===== config.mk =====
export PLATFORM = sky130hd
export DESIGN_NAME = pnt_dp
export DESIGN_NICKNAME = d
export VERILOG_FILES = /design/src/sv/pnt_pkg.sv /design/src/sv/pnt_dp.sv
export SDC_FILE = /design/constraint.sdc
export NUM_CORES = 1
export LEC_CHECK = 0
export BUFFER_PORTS_ARGS = -buffer_cell sky130_fd_sc_hd__buf_4
export CAP_MARGIN = 20
export CORE_MARGIN = 4
export CORE_UTILIZATION = 40
export DETAILED_ROUTE_END_ITERATION = 7
export GPL_TIMING_DRIVEN = 0
export PLACE_DENSITY = 0.58
export SYNTH_ARGS = -nofsm -noshare
export SYNTH_HDL_FRONTEND = slang
export SYNTH_SLANG_ARGS = --single-unit
export TNS_END_PERCENT = 10

===== constraint.sdc =====
create_clock -name i_clk -period 3.43 [get_ports i_clk]
set_input_delay 0.5145 -clock i_clk [delete_from_list [all_inputs] [get_ports i_clk]]
set_output_delay 0.5145 -clock i_clk [all_outputs]
set_load 0.1 [all_outputs]

===== src/sv/pnt_pkg.sv =====
`timescale 1ns / 1ps

package pnt_pkg;

    // width of the reported divisor sum
    localparam int SUM_BITS = 19;

    typedef enum logic [2:0] {
        S_IDLE,
        S_CHECK,
        S_DIV,
        S_ACC,
        S_FIN
    } t_pnt_state;

    // commands from controller to datapath
    typedef struct packed {
        logic load;
        logic div_start;
        logic div_step;
        logic acc_step;
        logic out_load;
    } t_pnt_cmd;

    // status from datapath to controller
    typedef struct packed {
        logic d_gt_half;
        logic div_last;
    } t_pnt_sts;

endpackage


===== src/sv/pnt_dp.sv =====
`timescale 1ns / 1ps

module pnt_dp import pnt_pkg::*; #(
    parameter int NUMBER_BITS = 16
) (
    input  logic                   i_clk,
    input  logic [NUMBER_BITS-1:0] i_number,
    input  t_pnt_cmd               i_cmd,
    output t_pnt_sts               o_sts,
    output logic                   o_is_perfect,
    output logic [SUM_BITS-1:0]    o_divisor_sum
);

    // aliquot sum stays below 32 * n; keep at least one bit above the output
    localparam int ACC_BITS = (NUMBER_BITS + 5 > SUM_BITS + 1) ? NUMBER_BITS + 5
                                                               : SUM_BITS + 1;
    localparam int CNT_BITS = $clog2(NUMBER_BITS);

    logic [NUMBER_BITS-1:0] r_n;
    logic [NUMBER_BITS-1:0] r_half;
    logic [NUMBER_BITS-1:0] r_d;
    logic [NUMBER_BITS-1:0] r_dvd;
    logic [NUMBER_BITS-1:0] r_rem;
    logic [CNT_BITS-1:0]    r_cnt;
    logic [ACC_BITS-1:0]    r_acc;
    logic                   r_is_perfect;
    logic [SUM_BITS-1:0]    r_sum;

    logic [NUMBER_BITS:0]   w_rem_sh;
    logic [NUMBER_BITS:0]   w_rem_sub;
    logic                   w_ge;

    // one restoring division step: shift in next dividend bit, subtract if it fits
    always_comb begin
        w_rem_sh  = {r_rem, r_dvd[NUMBER_BITS-1]};
        w_ge      = (w_rem_sh >= {1'b0, r_d});
        w_rem_sub = w_rem_sh - {1'b0, r_d};
    end

    // trial divisor loop registers
    always_ff @(posedge i_clk) begin
        if (i_cmd.load) begin
            r_n    <= i_number;
            r_half <= i_number >> 1;
            r_d    <= NUMBER_BITS'(1);
            r_acc  <= '0;
        end
        if (i_cmd.div_start) begin
            r_rem <= '0;
            r_dvd <= r_n;
            r_cnt <= CNT_BITS'(NUMBER_BITS - 1);
        end
        if (i_cmd.div_step) begin
            r_rem <= w_ge ? w_rem_sub[NUMBER_BITS-1:0] : w_rem_sh[NUMBER_BITS-1:0];
            r_dvd <= r_dvd << 1;
            r_cnt <= r_cnt - CNT_BITS'(1);
        end
        if (i_cmd.acc_step) begin
            if (r_rem == '0) begin
                r_acc <= r_acc + ACC_BITS'(r_d);
            end
            r_d <= r_d + NUMBER_BITS'(1);
        end
    end

    // result word, sum saturated to the output width
    always_ff @(posedge i_clk) begin
        if (i_cmd.out_load) begin
            r_is_perfect <= (r_acc == ACC_BITS'(r_n));
            r_sum        <= (|r_acc[ACC_BITS-1:SUM_BITS]) ? {SUM_BITS{1'b1}}
                                                          : r_acc[SUM_BITS-1:0];
        end
    end

    assign o_sts.d_gt_half = (r_d > r_half);
    assign o_sts.div_last  = (r_cnt == '0);
    assign o_is_perfect    = r_is_perfect;
    assign o_divisor_sum   = r_sum;

endmodule


# --- Word-level counts from Yosys, hierarchy flattened ---
# Cells that the tools add are included.
op_classes:
  n_bitwise: 0
  muxes: 12
  n_eq_ne: 1
  n_lt_le_gt_ge: 2
  n_shift: 0
  n_reduce_logical: 5
  addsub: 4
  mul: 0
  div: 0
op_table:
  columns: ["operator", "n"]
  rows:
  - ["2-to-1 mux 16 bit", 7]
  - ["2-to-1 mux 21 bit", 3]
  - ["adder 21 x 16 -> 21 bit", 1]
  - ["equality test 21 x 16 -> 1 bit", 1]
  - ["greater-or-equal comparator 17 x 16 -> 1 bit", 1]
  - ["adder 16 x 1 -> 16 bit (second input constant)", 1]
  - ["> comparator 16 x 15 -> 1 bit", 1]
  - ["zero test 16 bit", 1]
  - ["subtractor 16 bit", 1]
  - ["2-to-1 mux 4 bit", 2]
  - ["zero test 4 bit", 1]
  - ["nonzero test 2 bit", 2]
  - ["subtractor 4 x 1 -> 4 bit (second input constant)", 1]
  - ["OR reduction 2 bit", 1]
word_totals:
  output_inout_bits: 22
  ram_bits: 0
  n_memories: 0
  reg_bits: 124
  latchBits: 0
  inputBits: 22
  mem_bits_ro: 0

# --- Depth between registers and ports, before layout ---
logic_depth:
  depth_word: 3
  depth_mapped: 12

# --- Worst setup path before layout ---
# OpenSTA, ideal clock, no wires.
synth_timing:
  kind: "register -> output"
  startpoint: "register r_d[13]"
  endpoint: "output port o_sts[1] (netlist name)"
  arrival_ns: 2.833
  path_stages_with_launch: 8
  slack_ns: 0.082
  path_cell_list: "edfxtp_1 > ha_1 > nand4_1 > nor3_1 > o21ai_0 > o31ai_1 > a2111oi_0 > a21oi_1"
synth_lines:
  columns: ["item", "line_no", "text"]
  rows:
  - ["start: declaration", "pnt_dp.sv:21", "logic [NUMBER_BITS-1:0] r_d;"]
  - ["start signal: assignment", "pnt_dp.sv:62", "r_d <= r_d + NUMBER_BITS'(1);"]
  - ["end: declaration", "pnt_dp.sv:9", "output t_pnt_sts o_sts,"]

==> reports/qor.tcl <==
set qor(outcome) {finished, final reports clean}
set qor(clock_tree.htree_level_count) 3
set qor(num_vias) 4944
set qor(synth_top_area_share) 0.391
set qor(die_area_um2) 18800
set qor(slew_headroom) 0.414
set qor(tritoncts) {done}
set qor(vias_per_cell) 5.43
set qor(grt_max_degree) 36
set qor(clock_tree_buffer_depth) 2
set qor(synthesis.area_per_instance_um2) 10.5
set qor(unique_masters_post_synth) 62
set qor(fin_crit_ns) 3.23
set qor(gp_congestion) 0.873
set qor(synth_top_cells_by_area) {edfxtp_1, ha_1, dfxtp_1}
set qor(static-leakage-power_uw) 0.00315
set qor(pre_cts_slack_ns) 0.331
set qor(io-pin-count) 44
set qor(fp.dieW_um) 137
set qor(grt.total_usage) 0.183
set qor(grt_pass1_vias) 4860
set qor(clk_root_buffer_cell) {clkbuf_16}
set qor(detail_route.wl_per_cell_um) 18.3
set qor(tritoncts_buffer_count) 9
set qor(syn_area_um2) 6680
set qor(syn_inst) 635
set qor(mappedNetlistNets) 708
set qor(synth_enable_flop_cells) 87
set qor(whs_ns) 0.329
set qor(clock-sinks) 109
set qor(yosys.area.top_type) {edfxtp_1}
set qor(layout.filler_cells) 1511
set qor(critPathMaxFanout) 6
set qor(n_antenna_cell) 0
set qor(placed_area_um2) 7260
set qor(timing.fmax_ghz) 0.310
set qor(worst_slack_ns) 0.204
set qor(asyncSetResetFlopFracSynth) 0
set qor(grt_antenna_before_repair) 0
set qor(max-cap-violations) 0
set qor(global_route.overflow_total) 0
set qor(ir_drop_v) 0.000456
set qor(placed_cells) 893
set qor(antenna_left) 0
set qor(crit_required_ns) 2.92
set qor(remaining_drc_errors) 0
set qor(final_layout_size_suffix_gt1_frac) 0.112
set qor(hpwl_um) 12200
set qor(fp.coreArea_um2) 16100
set qor(report.final.setup_viol) 0
set qor(setup_tns_after_final_layout_ns) 0
set qor(post_cts_resized) 0
set qor(criticalPathCategory) {reg -> out}
set qor(clk_latency_ns) 0.36
set qor(fin_skew_ns) 0.00830
set qor(synth-seq-area-share) 0.457
set qor(drt-initial-drc-count) 366
set qor(synth_ff_type) {edfxtp_1}
set qor(design_area_um2) 7550
set qor(clk_pin_slew_worst_paths_ns) 0.07
set qor(arrival_ns) 2.71
set qor(die_height_um) 137
set qor(finish.cell_count_without_fillers) 911
set qor(final_hold_fails) 0
set qor(num-nets-final) 763
set qor(crit_path_start_kind) {flip-flop}
set qor(period_share) 0.940
set qor(placement_rows) 46
set qor(drt_pre_antenna_iters) 5
set qor(report.final.slew_viol_count) 0
set qor(power_density_nw_per_um2) 613
set qor(transition_at_the_pin_with_the_smallest_max_transition_slack_ns) 0.878
set qor(end_kind) {primary output}
set qor(area_growth_pct) 13.1
set qor(ys_seq_elements) 109
set qor(synth-warning-count) 0
set qor(hold_path.class) {in -> reg}
set qor(totalWireLength_um) 16700
set qor(placement.io_buffers) 42
set qor(rsz0062_at_grt) {false}
set qor(initial_core_util) 0.414
set qor(grt_pass1_wl_um) 26500
## power breakdown
part	switching, uW	internal [uW]
sequential	164	1640
combinational	1020	804
clock	502	502
total	1690	2940
## metal layers
| metal | GRT usage | up-vias | wire length [um] |
|---|---|---|---|
| met2 | 0.309 | 104 | 8050 |
| met3 | 0.0380 | 20 | 737 |
| met4 | 0.0499 | 0 | 255 |
| met5 | 0 | - | 0 |
| li1 | - | 2451 | - |
| met1 | 0.239 | 2369 | 7660 |
## what timing repair did
item | CTS | global route
buffers inserted | 0 | 2
setup endpoints to repair | 0 | 1
hold buffers | 0 | 0
## stage by stage
step	utilization	total power [uW]
after floorplan	-	3220
after global placement	0.451	3600
after detailed placement	0.451	3630
after CTS	0.468	4640
after global routing	0.469	4920
final	0.469	4630
## synthesized netlist by cell type, types with 3 or more instances
cell type / number
a211o_1: 3
a211oi_1: 4
a21boi_1: 3
a21o_1: 17
a21oi_1: 31
a22o_1: 13
a31oi_1: 3
and2_1: 15
and3_1: 3
and4_1: 3
buf_2: 3
clkbuf_1: 17
dfxtp_1: 22
edfxtp_1: 87
ha_1: 49
inv_1: 40
mux2i_1: 15
nand2_1: 38
nand2b_1: 8
nand3_1: 16
nand3b_1: 18
nand4_1: 13
nor2_1: 32
nor2b_1: 6
nor3_1: 7
nor3b_1: 6
nor4_1: 7
o211ai_1: 4
o21a_1: 6
o21ai_0: 14
o21ai_1: 16
o21bai_1: 8
o31ai_1: 4
or3_1: 22
xnor2_1: 34
xor2_1: 16
## cells by family (layout without fill, tap and decap cells)
| family | count (synthesis) | after routing | share of synthesized area |
|---|---|---|---|
| AO/OA/AOI/OAI | 146 | 146 | 0.153 |
| multiplexers | 15 | 15 | 0.0225 |
| AND/OR/NAND/NOR | 199 | 199 | 0.163 |
| adder cells (fa/ha/maj) | 51 | 51 | 0.0978 |
| flip-flops | 109 | 109 | 0.457 |
| buffers and inverters | 65 | 125 | 0.0410 |
| XOR/XNOR | 50 | 50 | 0.0656 |
## critical path, cell delays in order (launching register included)
cell and delay (ns):
edfxtp_1 0.58, ha_1 0.37, a21o_1 0.18, a21o_1 0.17, a21oi_1 0.12, o21ai_0 0.11
a2111oi_0 0.42, a21oi_1 0.14, buf_4 0.26
## worst paths after layout
check	cells past startpoint	endpoint	slack, ns	start
max	8	o_sts[1]	0.20	r_d[9]
min reg2reg	2	r_acc[18]	0.51	r_acc[18]
max reg2reg	12	r_rem[13]	0.33	r_d[2]
min	1	r_n[2]	0.33	i_number[2]
## cell usage in the layout, fill, tap and decap left out, types with 16 or more instances in the layout
cell / netlist / routed
nor2_1: 32 / 32
o21ai_1: 16 / 16
nand2_1: 38 / 38
clkbuf_1: 17 / 18
nand3b_1: 18 / 18
buf_4: 0 / 44
inv_1: 40 / 40
xor2_1: 16 / 16
ha_1: 49 / 49
a21o_1: 17 / 17
dfxtp_1: 22 / 22
xnor2_1: 34 / 34
nand3_1: 16 / 16
a21oi_1: 31 / 31
or3_1: 22 / 22
edfxtp_1: 87 / 87
## registers in the layout, indices dropped and copies added (netlist names)
signal         count
r_cnt              4
r_acc             21
r_dvd             16
r_d               16
o_is_perfect       1
r_rem             16
o_divisor_sum     19
r_n               16
## final cells by class
class / count / area (um2) / share of cell area
plain buffers: 24 / 120 / 0.0159
clock buffers: 10 / 229 / 0.0303
clock inverters: 6 / 47.5 / 0.00629
inverters: 41 / 154 / 0.0204
multi-input cells: 461 / 3350 / 0.443
flip-flops and latches: 109 / 3050 / 0.404
well taps: 216 / 270 / 0.0358
repair buffers: 44 / 330 / 0.0437
No activity file was read; power rests on OpenSTA's default activity.
